<file path="src/rtl/bpt_pkg.sv">
// Shared types, constants and helpers for the battery percent tracker.
`default_nettype none
package bpt_pkg;

	localparam int unsigned VBAT_W   = 10;
	localparam int unsigned LEVEL_W  = 11;
	localparam int unsigned OFS_W    = 8;
	localparam int unsigned HOLD_W   = 12;
	localparam int unsigned EMPTY_W  = 10;
	localparam int unsigned PCT_W    = 7;
	localparam int unsigned CFG_IDX_W  = 3;
	localparam int unsigned CFG_DATA_W = 12;

	localparam logic [PCT_W-1:0]   PCT_FULL   = 7'd100;
	localparam logic [PCT_W-1:0]   PULSE_LOW  = 7'd10;
	localparam logic [LEVEL_W-1:0] FULL_SPAN  = 11'd50;
	localparam logic [LEVEL_W-1:0] LEVEL_MAX  = 11'd1533;

	localparam logic [OFS_W-1:0]   RUN_OFFSET_RST  = 8'd0;
	localparam logic [OFS_W-1:0]   HEAT_OFFSET_RST = 8'd0;
	localparam logic [OFS_W-1:0]   DROP_MARGIN_RST = 8'd12;
	localparam logic [HOLD_W-1:0]  HOLD_TICKS_RST  = 12'd1500;
	localparam logic [EMPTY_W-1:0] EMPTY_LEVEL_RST = 10'd350;

	typedef enum logic [CFG_IDX_W-1:0] {
		REG_RUN_OFFSET  = 3'd0,
		REG_HEAT_OFFSET = 3'd1,
		REG_DROP_MARGIN = 3'd2,
		REG_HOLD_TICKS  = 3'd3,
		REG_EMPTY_LEVEL = 3'd4
	} reg_idx_t;

	typedef struct packed {
		logic [OFS_W-1:0]   run_offset;
		logic [OFS_W-1:0]   heat_offset;
		logic [OFS_W-1:0]   drop_margin;
		logic [HOLD_W-1:0]  hold_ticks;
		logic [EMPTY_W-1:0] empty_level;
	} cfg_t;

	// Percent values that land on a reporting step of twenty.
	function automatic logic is_mult20(input logic [PCT_W-1:0] p);
		return (p == 7'd0) || (p == 7'd20) || (p == 7'd40) || (p == 7'd60) ||
			(p == 7'd80) || (p == 7'd100);
	endfunction

endpackage
`default_nettype wire

</file>
<file path="src/rtl/battery_percent_tracker_unit.sv">
// Battery percent tracker: top level with input and result registers.
//
// Usage:
//  - One item per tick enters on the input channel (in_valid / in_stall):
//    vbat_reading plus the motor_running, heater_on and charging flags.
//  - Each item gives exactly one result on the output channel
//    (out_valid / out_stall): percent, update_pulse and filtered_level.
//  - An accepted item is held in the input register, then the filter and
//    percent logic load the result register, which drives out_valid.
//    Throughput is one item per cycle while out_stall is low.
//  - A stalled result holds in the result register while the input register
//    still takes one more item; in_stall rises only when both are full.
//  - Registers are written through cfg_we / cfg_index / cfg_data by the user,
//    only while no item is in flight (unchecked); unknown indexes are dropped.
//  - Reset clears both valid bits, the tracking state (held level, hold
//    countdown, percent) and loads the register defaults. The first item
//    after reset seeds the held level and percent and raises update_pulse.
`default_nettype none
module battery_percent_tracker_unit
	import bpt_pkg::*;
(
	input  wire logic                  clk,
	input  wire logic                  arst_n,
	input  wire logic                  cfg_we,
	input  wire logic [CFG_IDX_W-1:0]  cfg_index,
	input  wire logic [CFG_DATA_W-1:0] cfg_data,
	input  wire logic                  in_valid,
	output logic                       in_stall,
	input  wire logic [VBAT_W-1:0]     vbat_reading,
	input  wire logic                  motor_running,
	input  wire logic                  heater_on,
	input  wire logic                  charging,
	output logic                       out_valid,
	input  wire logic                  out_stall,
	output logic      [PCT_W-1:0]      percent,
	output logic                       update_pulse,
	output logic      [LEVEL_W-1:0]    filtered_level
);

	cfg_t               cfg;
	logic               valid_s1;
	logic [VBAT_W-1:0]  vbat_s1;
	logic               motor_s1;
	logic               heat_s1;
	logic               chg_s1;
	logic               valid_s2;
	logic [PCT_W-1:0]   percent_s2;
	logic               pulse_s2;
	logic [LEVEL_W-1:0] level_s2;
	logic               load_s2;
	logic               adv;
	logic [LEVEL_W-1:0] level_f;
	logic [PCT_W-1:0]   pct_next;
	logic               pulse;

	assign load_s2  = !valid_s2 || !out_stall;
	assign adv      = valid_s1 && load_s2;
	assign in_stall = valid_s1 && !load_s2;

	bpt_cfg u_cfg (
		.clk       (clk),
		.arst_n    (arst_n),
		.cfg_we    (cfg_we),
		.cfg_index (cfg_index),
		.cfg_data  (cfg_data),
		.cfg       (cfg)
	);

	always_ff @(posedge clk or negedge arst_n) begin
		if (!arst_n) begin
			valid_s1 <= 1'b0;
		end else if (!in_stall) begin
			valid_s1 <= in_valid;
		end
	end

	always_ff @(posedge clk) begin
		if (in_valid && !in_stall) begin
			vbat_s1  <= vbat_reading;
			motor_s1 <= motor_running;
			heat_s1  <= heater_on;
			chg_s1   <= charging;
		end
	end

	bpt_filter u_filter (
		.clk           (clk),
		.arst_n        (arst_n),
		.adv           (adv),
		.vbat_reading  (vbat_s1),
		.motor_running (motor_s1),
		.heater_on     (heat_s1),
		.cfg           (cfg),
		.level_f       (level_f)
	);

	bpt_percent u_percent (
		.clk         (clk),
		.arst_n      (arst_n),
		.adv         (adv),
		.level_f     (level_f),
		.charging    (chg_s1),
		.empty_level (cfg.empty_level),
		.pct_next    (pct_next),
		.pulse       (pulse)
	);

	always_ff @(posedge clk or negedge arst_n) begin
		if (!arst_n) begin
			valid_s2 <= 1'b0;
		end else if (load_s2) begin
			valid_s2 <= valid_s1;
		end
	end

	always_ff @(posedge clk) begin
		if (adv) begin
			percent_s2 <= pct_next;
			pulse_s2   <= pulse;
			level_s2   <= level_f;
		end
	end

	assign out_valid      = valid_s2;
	assign percent        = percent_s2;
	assign update_pulse   = pulse_s2;
	assign filtered_level = level_s2;

endmodule
`default_nettype wire

</file>
<file path="src/rtl/bpt_cfg.sv">
// Configuration register file of the battery percent tracker.
`default_nettype none
module bpt_cfg
	import bpt_pkg::*;
(
	input  wire logic                  clk,
	input  wire logic                  arst_n,
	input  wire logic                  cfg_we,
	input  wire logic [CFG_IDX_W-1:0]  cfg_index,
	input  wire logic [CFG_DATA_W-1:0] cfg_data,
	output cfg_t                       cfg
);

	cfg_t cfg_q;

	always_ff @(posedge clk or negedge arst_n) begin
		if (!arst_n) begin
			cfg_q.run_offset  <= RUN_OFFSET_RST;
			cfg_q.heat_offset <= HEAT_OFFSET_RST;
			cfg_q.drop_margin <= DROP_MARGIN_RST;
			cfg_q.hold_ticks  <= HOLD_TICKS_RST;
			cfg_q.empty_level <= EMPTY_LEVEL_RST;
		end else if (cfg_we) begin
			unique case (cfg_index)
				REG_RUN_OFFSET:  cfg_q.run_offset  <= cfg_data[OFS_W-1:0];
				REG_HEAT_OFFSET: cfg_q.heat_offset <= cfg_data[OFS_W-1:0];
				REG_DROP_MARGIN: cfg_q.drop_margin <= cfg_data[OFS_W-1:0];
				REG_HOLD_TICKS:  cfg_q.hold_ticks  <= cfg_data[HOLD_W-1:0];
				REG_EMPTY_LEVEL: cfg_q.empty_level <= cfg_data[EMPTY_W-1:0];
				default: ;
			endcase
		end
	end

	assign cfg = cfg_q;

endmodule
`default_nettype wire

</file>
<file path="src/rtl/bpt_filter.sv">
// Load compensation and stall-glitch hold of the battery reading.
`default_nettype none
module bpt_filter
	import bpt_pkg::*;
(
	input  wire logic               clk,
	input  wire logic               arst_n,
	input  wire logic               adv,
	input  wire logic [VBAT_W-1:0]  vbat_reading,
	input  wire logic               motor_running,
	input  wire logic               heater_on,
	input  wire cfg_t               cfg,
	output logic      [LEVEL_W-1:0] level_f
);

	logic [LEVEL_W-1:0] held_level_q;
	logic [HOLD_W-1:0]  hold_count_q;
	logic [LEVEL_W-1:0] level_raw;
	logic [LEVEL_W-1:0] held_seed;
	logic [LEVEL_W:0]   drop_floor;
	logic               glitch;

	assign level_raw = {1'b0, vbat_reading}
		+ (motor_running ? {3'b000, cfg.run_offset} : '0)
		+ (heater_on ? {3'b000, cfg.heat_offset} : '0);

	// An empty hold register means no level seen yet: seed from this one.
	assign held_seed  = (held_level_q == '0) ? level_raw : held_level_q;
	assign drop_floor = {1'b0, level_raw} + {4'b0000, cfg.drop_margin};
	assign glitch     = {1'b0, held_seed} > drop_floor;
	assign level_f    = glitch ? held_seed : level_raw;

	always_ff @(posedge clk or negedge arst_n) begin
		if (!arst_n) begin
			held_level_q <= '0;
			hold_count_q <= '0;
		end else if (adv) begin
			if (glitch) begin
				held_level_q <= held_seed;
				hold_count_q <= cfg.hold_ticks;
			end else if (hold_count_q != '0) begin
				held_level_q <= held_seed;
				hold_count_q <= hold_count_q - 12'd1;
			end else begin
				held_level_q <= level_raw;
			end
		end
	end

endmodule
`default_nettype wire

</file>
<file path="src/rtl/bpt_percent.sv">
// Percent target mapping, one-step tracking and report pulse.
`default_nettype none
module bpt_percent
	import bpt_pkg::*;
(
	input  wire logic               clk,
	input  wire logic               arst_n,
	input  wire logic               adv,
	input  wire logic [LEVEL_W-1:0] level_f,
	input  wire logic               charging,
	input  wire logic [EMPTY_W-1:0] empty_level,
	output logic      [PCT_W-1:0]   pct_next,
	output logic                    pulse
);

	logic        [PCT_W-1:0]   percent_q;
	logic signed [LEVEL_W:0]   diff;
	logic signed [LEVEL_W+1:0] target;
	logic        [LEVEL_W-1:0] empty_ext;
	logic        [LEVEL_W-1:0] full_lvl;
	logic        [PCT_W-1:0]   pct_seed;
	logic        [PCT_W-1:0]   pct_rise;
	logic                      seed;
	logic                      rise;
	logic                      fall;

	assign empty_ext = {1'b0, empty_level};
	assign full_lvl  = empty_ext + FULL_SPAN;
	assign diff      = $signed({1'b0, level_f}) - $signed({2'b00, empty_level});
	assign target    = {diff, 1'b0};
	assign seed      = (percent_q == '0);

	always_comb begin
		if (!seed) begin
			pct_seed = percent_q;
		end else if (level_f <= empty_ext) begin
			pct_seed = '0;
		end else if (level_f > full_lvl) begin
			pct_seed = PCT_FULL;
		end else begin
			pct_seed = target[PCT_W-1:0];
		end
	end

	// Rise only while charging, fall whenever above target and above zero.
	assign rise = charging && ($signed({6'b0, pct_seed}) < target) && (pct_seed < PCT_FULL);
	assign pct_rise = rise ? pct_seed + 7'd1 : pct_seed;
	assign fall = ($signed({6'b0, pct_rise}) > target) && (pct_rise != '0);
	assign pct_next = fall ? pct_rise - 7'd1 : pct_rise;

	assign pulse = seed || (rise && is_mult20(pct_rise))
		|| (fall && (is_mult20(pct_next) || pct_next == PULSE_LOW));

	always_ff @(posedge clk or negedge arst_n) begin
		if (!arst_n) begin
			percent_q <= '0;
		end else if (adv) begin
			percent_q <= pct_next;
		end
	end

endmodule
`default_nettype wire

</file>
<file path="config.mk">
export PLATFORM = sky130hd
export DESIGN_NAME = battery_percent_tracker_unit
export DESIGN_NICKNAME = d
export VERILOG_FILES = /design/src/rtl/bpt_pkg.sv /design/src/rtl/battery_percent_tracker_unit.sv /design/src/rtl/bpt_cfg.sv /design/src/rtl/bpt_filter.sv /design/src/rtl/bpt_percent.sv
export SDC_FILE = /design/constraint.sdc
export NUM_CORES = 1
export LEC_CHECK = 0
export BUFFER_PORTS_ARGS = -buffer_cell sky130_fd_sc_hd__buf_4
export CAP_MARGIN = 20
export CORE_MARGIN = 3
export CORE_UTILIZATION = 63
export CTS_BUF_LIST = sky130_fd_sc_hd__clkbuf_4
export DETAILED_ROUTE_END_ITERATION = 7
export PLACE_DENSITY = 0.83
export SYNTH_ARGS = -nofsm -noshare
export SYNTH_HDL_FRONTEND = slang
export SYNTH_SLANG_ARGS = --single-unit
</file>
<file path="constraint.sdc">
create_clock -name clk -period 16.2 [get_ports clk]
set_clock_uncertainty 0.05 [all_clocks]
set_input_delay 3.24 -clock clk [delete_from_list [all_inputs] [get_ports clk]]
set_output_delay 3.24 -clock clk [all_outputs]
set_load 0.03 [all_outputs]
</file>
* Word level (Yosys, flattened, before mapping)
Cells that the tools add are included.
** Cells by class
- Add/sub/neg operators :: 8
- Multiply operators :: 0
- Div/mod/pow operators :: 0
- $lt $le $gt $ge :: 6
- Eq/ne operators :: 15
- Shift operators :: 0
- Muxes and demuxes :: 13
- Bitwise operators :: 0
- Reductions and logical operators :: 40
** Operators by type and width (count)
- 11-bit two-way mux :: 4
- 7-bit two-way mux :: 5
- 7-bit by 6-bit == test with 1-bit output, second input constant :: 4
- 7-bit == test, second input constant :: 4
- 12-bit two-way mux :: 2
- 7-bit zero test :: 3
- 8-bit two-way mux :: 2
- 7-bit by 5-bit == test with 1-bit output, second input constant :: 2
- 1-bit logical OR :: 14
- 8-bit by 13-bit greater-than comparator with 1-bit output :: 1
- 8-bit by 13-bit < comparator with 1-bit output :: 1
- 11-bit by 8-bit adder with 12-bit output :: 1
- 11-bit by 12-bit greater-than comparator with 1-bit output :: 1
- 2-bit AND reduction :: 6
- 12-bit nonzero test :: 1
- 11-bit by 10-bit subtractor with 12-bit output :: 1
- 12-bit by 1-bit subtractor with 12-bit output, second input constant :: 1
- 10-bit by 11-bit adder with 11-bit output :: 1
- 10-bit by 6-bit adder with 11-bit output, second input constant :: 1
- 11-bit adder :: 1
- 11-bit greater-than comparator :: 1
- 11-bit by 10-bit <= comparator with 1-bit output :: 1
- 11-bit zero test :: 1
- 1-bit logical AND :: 8
- other kinds (11) :: 15
** Storage, ports and cells
- Flip-flop bits (word level) :: 110
- Latch bits :: 0
- RAM bits :: 0
- ROM bits :: 0
- Output and inout bits :: 21
- Word-level logic and storage cells :: 99
- Memories kept :: 0

* Longest topological paths before layout
- Depth in word-level cells :: 26
- Gate-level depth with buffers :: 61

* Modules after synthesis
Synthesis repeated with hierarchy kept, for this count alone.
** Second synthesis, totals
- Cells, all modules :: 743
- Area, all modules :: 7950.1 um2
** By module, submodules not included
- bpt_filter :: instances 1, cells an instance 305, area each 2722.6 um2, sequential area each 575.6 um2
- bpt_percent :: instances 1, cells an instance 297, area each 2398.6 um2, sequential area each 175.2 um2
- bpt_cfg :: instances 1, cells an instance 101, area each 1775.5 um2, sequential area each 1169.9 um2
- battery_percent_tracker_unit :: instances 1, cells an instance 40, area each 1053.5 um2, sequential area each 1011.0 um2

* Least setup slack after synthesis
Ideal clock, no wire load.
- Kind :: register to register
- Start point :: register heat_s1
- End point :: register pulse_s2, in the netlist update_pulse (data pin)
- Library setup time :: 0.259 ns
- Arrival time :: 11.688 ns
- Required time :: 15.891 ns
- Setup slack :: 4.203 ns
- Cell stages (with the launch flop) :: 61
- Path buffers :: 3
- Cells stage by stage :: edfxtp_1 clkbuf_1 nand2_1 fa_1 inv_1 ha_1 and2_4 a221oi_2 nand2_2 xnor2_2 inv_2 ha_1 a21oi_1 o21ai_0 a21oi_1 nor2b_1 xnor2_1 ha_1 [... 25 more ...] a221oi_4 or3_4 xnor2_2 ha_1 nor2b_1 o21a_1 o21a_1 o21ai_0 nand2b_1 a21oi_1 o21ai_0 o211ai_1 nand2b_1 mux2i_2 nor2_1 mux2_1 nand3b_1 o21ai_2
** On the way
- Longest elaborated chain between the ends :: 25
- Elaborated cells on any way between the ends :: 51
- Those cells by class :: add/sub: 5; order compare: 6; eq/ne: 11; mux: 8; reduce/logical: 21
** Ends and longest elaborated chain
- start: declaration :: RTL line battery_percent_tracker_unit.sv:44 : logic heat_s1;
- start signal: assignment :: RTL line battery_percent_tracker_unit.sv:81 : heat_s1 <= heater_on;
- 8-bit two-way mux * :: RTL line bpt_filter.sv:25 : + (heater_on ? {3'b000, cfg.heat_offset} : '0);
- 11-bit adder * :: RTL line bpt_filter.sv:25
- 11-bit by 8-bit adder with 12-bit output or 11-bit two-way mux (tied branches) :: RTL line bpt_filter.sv:29, bpt_filter.sv:28
- 11-bit by 12-bit greater-than comparator with 1-bit output :: RTL line bpt_filter.sv:30 : assign glitch = {1'b0, held_seed} > drop_floor;
- 11-bit two-way mux * :: RTL line bpt_filter.sv:31 : assign level_f = glitch ? held_seed : level_raw;
- 11-bit by 10-bit subtractor with 12-bit output or 11-bit greater-than comparator (tied branches) :: RTL line bpt_percent.sv:29, bpt_percent.sv:38
- 7-bit two-way mux :: RTL line bpt_percent.sv:38 : end else if (level_f > full_lvl) begin
- 7-bit two-way mux :: RTL line bpt_percent.sv:36 : end else if (level_f <= empty_ext) begin
- [... 8 more ...]
- via pct_next[4] :: RTL line battery_percent_tracker_unit.sv:53 : logic [PCT_W-1:0] pct_next;
- 7-bit by 5-bit == test with 1-bit output or 7-bit zero test (tied branches) :: RTL line bpt_pkg.sv:43 : return (p == 7'd0) || (p == 7'd20) || (p == 7'd40) || (p == 7'd60) ||
- 1-bit logical OR (4 in series) :: RTL line bpt_pkg.sv:43
- 1-bit logical OR :: RTL line bpt_pkg.sv:44 : (p == 7'd80) || (p == 7'd100);
- 1-bit logical OR * :: RTL line bpt_percent.sv:52 : || (fall && (is_mult20(pct_next) || pct_next == PULSE_LOW));
- 1-bit logical AND * :: RTL line bpt_percent.sv:52
- 1-bit logical OR * :: RTL line bpt_percent.sv:52
- via pulse :: RTL line battery_percent_tracker_unit.sv:54 : logic pulse;
- end signal: assignment :: RTL line battery_percent_tracker_unit.sv:119 : pulse_s2 <= pulse;
- end: declaration :: RTL line battery_percent_tracker_unit.sv:48 : logic pulse_s2;
Mark *: on every way through the listed nets, which the timed path passes. The rest lies on a longest branch.
A chain may end at the register's enable or synchronous reset.

* Final worst setup path
- Start point :: register heat_s1
- End point :: register pulse_s2, in the netlist update_pulse (data pin)
** On the way
- Longest elaborated chain between the ends :: 25
- Elaborated cells on any way between the ends :: 51
- Those cells by class :: add/sub: 5; order compare: 6; eq/ne: 11; mux: 8; reduce/logical: 21
** Ends and longest elaborated chain
- 8-bit two-way mux * :: RTL line bpt_filter.sv:25
- 11-bit adder * :: RTL line bpt_filter.sv:25
- 11-bit by 8-bit adder with 12-bit output or 11-bit two-way mux (tied branches) :: RTL line bpt_filter.sv:29, bpt_filter.sv:28
- 11-bit by 12-bit greater-than comparator with 1-bit output :: RTL line bpt_filter.sv:30
- 11-bit two-way mux * :: RTL line bpt_filter.sv:31
- via level_f[2] :: RTL line battery_percent_tracker_unit.sv:52 : logic [LEVEL_W-1:0] level_f;
- 11-bit by 10-bit subtractor with 12-bit output or 11-bit greater-than comparator (tied branches) :: RTL line bpt_percent.sv:29, bpt_percent.sv:38
- 7-bit two-way mux :: RTL line bpt_percent.sv:38
- [... 9 more ...]
- via pct_next[4] :: RTL line battery_percent_tracker_unit.sv:53
- 7-bit by 5-bit == test with 1-bit output or 7-bit zero test (tied branches) :: RTL line bpt_pkg.sv:43
- 1-bit logical OR (4 in series) :: RTL line bpt_pkg.sv:43
- 1-bit logical OR :: RTL line bpt_pkg.sv:44
- 1-bit logical OR * :: RTL line bpt_percent.sv:52
- 1-bit logical AND * :: RTL line bpt_percent.sv:52
- 1-bit logical OR * :: RTL line bpt_percent.sv:52
- via pulse :: RTL line battery_percent_tracker_unit.sv:54
Marks and branches as above.

==> impl_summary.txt <==
----------------------------------------------------
[Status]
  Run status ... complete, no violations

[Synth]
  Dominant cells by area after synthesis ... dfrtp_1, edfxtp_1, ha_1
  Average size of a mapped cell ... between 9 and 10 um^2
  Post-synthesis cell type with the largest combined area ... dfrtp_1
  Mapped Nets ... 916
  Synthesized cell area ... between 7000 and 8000 um^2
  Number of distinct standard cells referenced by the synthesized netlist ... 89
  Fraction of registers with async set or reset after synthesis ... 70.9%
  Most used flip-flop cell after synthesis ... dfrtp_1
  Sequential element share of the synthesized area ... between 30% and 40%
  Count of mapped cells out of synthesis ... roughly 800
  Number of enable-type register cells in the synthesized netlist ... 32
  Number of synthesized register bits ... 110
  Warning count from the yosys run ... 0
  Post-synth top area share ... 20.1%

[Worst setup path]
  Critical path type ... register to register
  Largest incremental delay on the critical path ... about 0.6 ns
  Slowest library cell on the worst path ... a21o_1
  CP Max Fanout ... 21
  Sort of element at the end of the critical path ... register
  Kind of start point of the critical path ... register
  Register-to-Register Path Depth ... 55
  Required time at the endpoint of the critical path ... between 15 and 20 ns
  Worst path most repeated cell ... ha_1
  Arrival @ worst endpoint ... roughly 14 ns

[Routing]
  Iteration-0 DRC count of the detailed router ... ~550
  Final routed DRC violation total ... 0
  Routed Antenna Nets ... 0
  Detailed-route wire length per cell ... between 15 and 20 um
  Drt total wl ... 18700 um
  Vias ... roughly 6300
  Via density per instance ... 6.05
  Number of detailed-route iterations in the first pass ... 5

[CTS]
  Master cell of the clock root buffer ... clkbuf_4
  Hold buffer count at CTS ... 0
  Cts bufs inserted ... 9
  Maximum clock path buffer count ... 2
  Maximum level of the CTS H-tree ... 3
  CTS tree ... done
  CTS clk-pin slew, worst paths ... between 0.15 and 0.2 ns
  Insertion delay to the later sink of the worst-skew pair ... a little under 0.5 ns
  Post-CTS setup buffer count ... 0
  Count of clock tree sinks ... 110
  Post-cts gate resize count ... 0

[Cells and area]
  Area Growth Syn to Fin ... 8.90%
  Total Nets Final ... around 970
  Cell area after layout ... 8540 um^2
  Antenna cell count ... 0
  Most frequent cells in the layout ... nand2_1, inv_1, dfrtp_1, ha_1
  Most common cell after layout, fill and taps aside ... nand2_1
  Share of cells above drive strength 1 ... 20.1%

[Global routing]
  Via count of the first global-routing pass ... 6278
  Maximum number of pins on one net before global-route repair ... around 80
  Remaining global-route overflow ... 0
  First-pass GRT wire length ... roughly 31000 um
  Combined global-route utilization of all metal layers ... between 20 and 30%
  Antenna violations before repair ... 0

[STA]
  Final critical path time including I/O delays and setup ... 13.32 ns
  Maximum operating frequency ... approximately 75 MHz
  Tightest Pin Transition ... between 0.9 and 1 ns
  Setup_tns ... 0 ns
  Max-slew headroom at the worst pin ... between 30% and 40%
  Total count of max-transition violations in the final report ... 0
  Final hold viol count ... 0
  Setup repair after global routing missed its margin ... no
  Final worst-path cycle share ... 82.2%
  Final setup violating endpoints ... 0
  Worst path setup slack after routing ... about 2.9 ns

[Placement]
  GPL Wtd Cong ... about 1.1
  Post-placement cell area ... 8410 um^2
  Worst setup slack after placement ... roughly 3.1 ns
  HPWL after detailed placement ... 14900 um
  Port-buffer cells ... 53

[Floorplan]
  Core ar. ... around 12000 um^2
  Y dimension of the die ... around 120 um
  Initial standard-cell utilization of the core ... 64.8%
  Placement Rows ... 40
  Die area ... approximately 14000 um^2
  Horizontal extent of the die ... 118 um
  Boundary Pins ... 54

[Min path]
  Worst Hold Path Cells ... 1
  Type of the worst min-delay path ... register to register

[Flow run]
  Number of max-capacitance violations reported ... 0

----------------------------------------------------
==> per-stage QoR <==
stage	hold WS, ns	cells	utilization, %
2_1_floorplan	0.400	812	-
3_3_place_gp	0.422	1016	69.3
3_5_place_dp	0.432	1017	69.4
4_1_cts	0.474	1033	70.4
5_1_grt	0.493	1034	70.5
6_report	0.477	1034	70.5
==> cell usage after synthesis (all sizes together) (6+ instances only) <==
library cell,count
clkbuf,18
ha,60
nor3,16
mux2i,7
nor2b,11
a21o,26
o211ai,8
nand3,17
nand4,7
fa,11
inv,73
a211oi,8
o21ai,58
mux2,39
or2,7
nand2b,15
edfxtp,32
dfstp,15
or3,7
dfrtp,63
a21oi,57
nand2,94
nor4,8
xor2,9
nor2,49
xnor2,27
o22ai,6
==> critical path: cells and delay by family (launching register included) <==
| family | cells | cell delay, ns |
|---|---|---|
| compound gates | 23 | 5.53 |
| xor+xnor | 3 | 0.83 |
| fa+ha+maj | 7 | 2.53 |
| buf+inv | 4 | 0.41 |
| flops | 1 | 0.53 |
| mux | 2 | 0.67 |
| simple gates | 16 | 2.55 |
==> area by class of cell <==
class                   instances  area [um^2]
well taps                     168          210
multi-input cells             610         4570
inverters                      73          277
flip-flops and latches        110         2930
repair buffers                 57          432
clock inverters                 5         40.0
clock buffers                  11         82.6
fillers                       934         3570
==> metal layers <==
layer	routed length, um	global-route usage [%]	vias up
li1	-	-	2977
met1	7860	35.5	3008
met2	9170	47.7	212
met3	991	4.66	55
met4	720	11.5	0
met5	0	0	-
==> sequential cells by signal, indices dropped and copies added, names as in the netlist <==
register and count:
motor_s1 1, u_filter.hold_count_q 12, percent 7, heat_s1 1, update_pulse 1, out_valid 1
valid_s1 1, u_filter.held_level_q 11, u_cfg.cfg 46, vbat_s1 10, u_percent.percent_q 7, filtered_level 11
chg_s1 1
==> cell families (layout without fill, tap and decap cells) <==
family | after synthesis | after routing | synth area share (%)
AND/OR/NAND/NOR | 247 | 247 | 15.6
AO/OA/AOI/OAI | 208 | 208 | 18.5
adder cells (fa/ha/maj) | 73 | 73 | 12.7
buffers and inverters | 92 | 146 | 4.44
XOR/XNOR | 36 | 36 | 4.79
flip-flops | 110 | 110 | 37.4
multiplexers | 46 | 46 | 6.68
==> final timing paths <==
kind,slack [ns],end,from
max,2.88,update_pulse,heat_s1
min,0.48,out_valid,valid_s1
max reg2reg,2.88,update_pulse,heat_s1
min reg2reg,0.48,out_valid,valid_s1
max in group asynchronous,12.62,u_percent.percent_q[3],arst_n
min in group asynchronous,2.82,u_cfg.cfg[7],arst_n
Power is not shown: default switching activity piles up to over one toggle a cycle in this logic, so the estimate is an artifact.
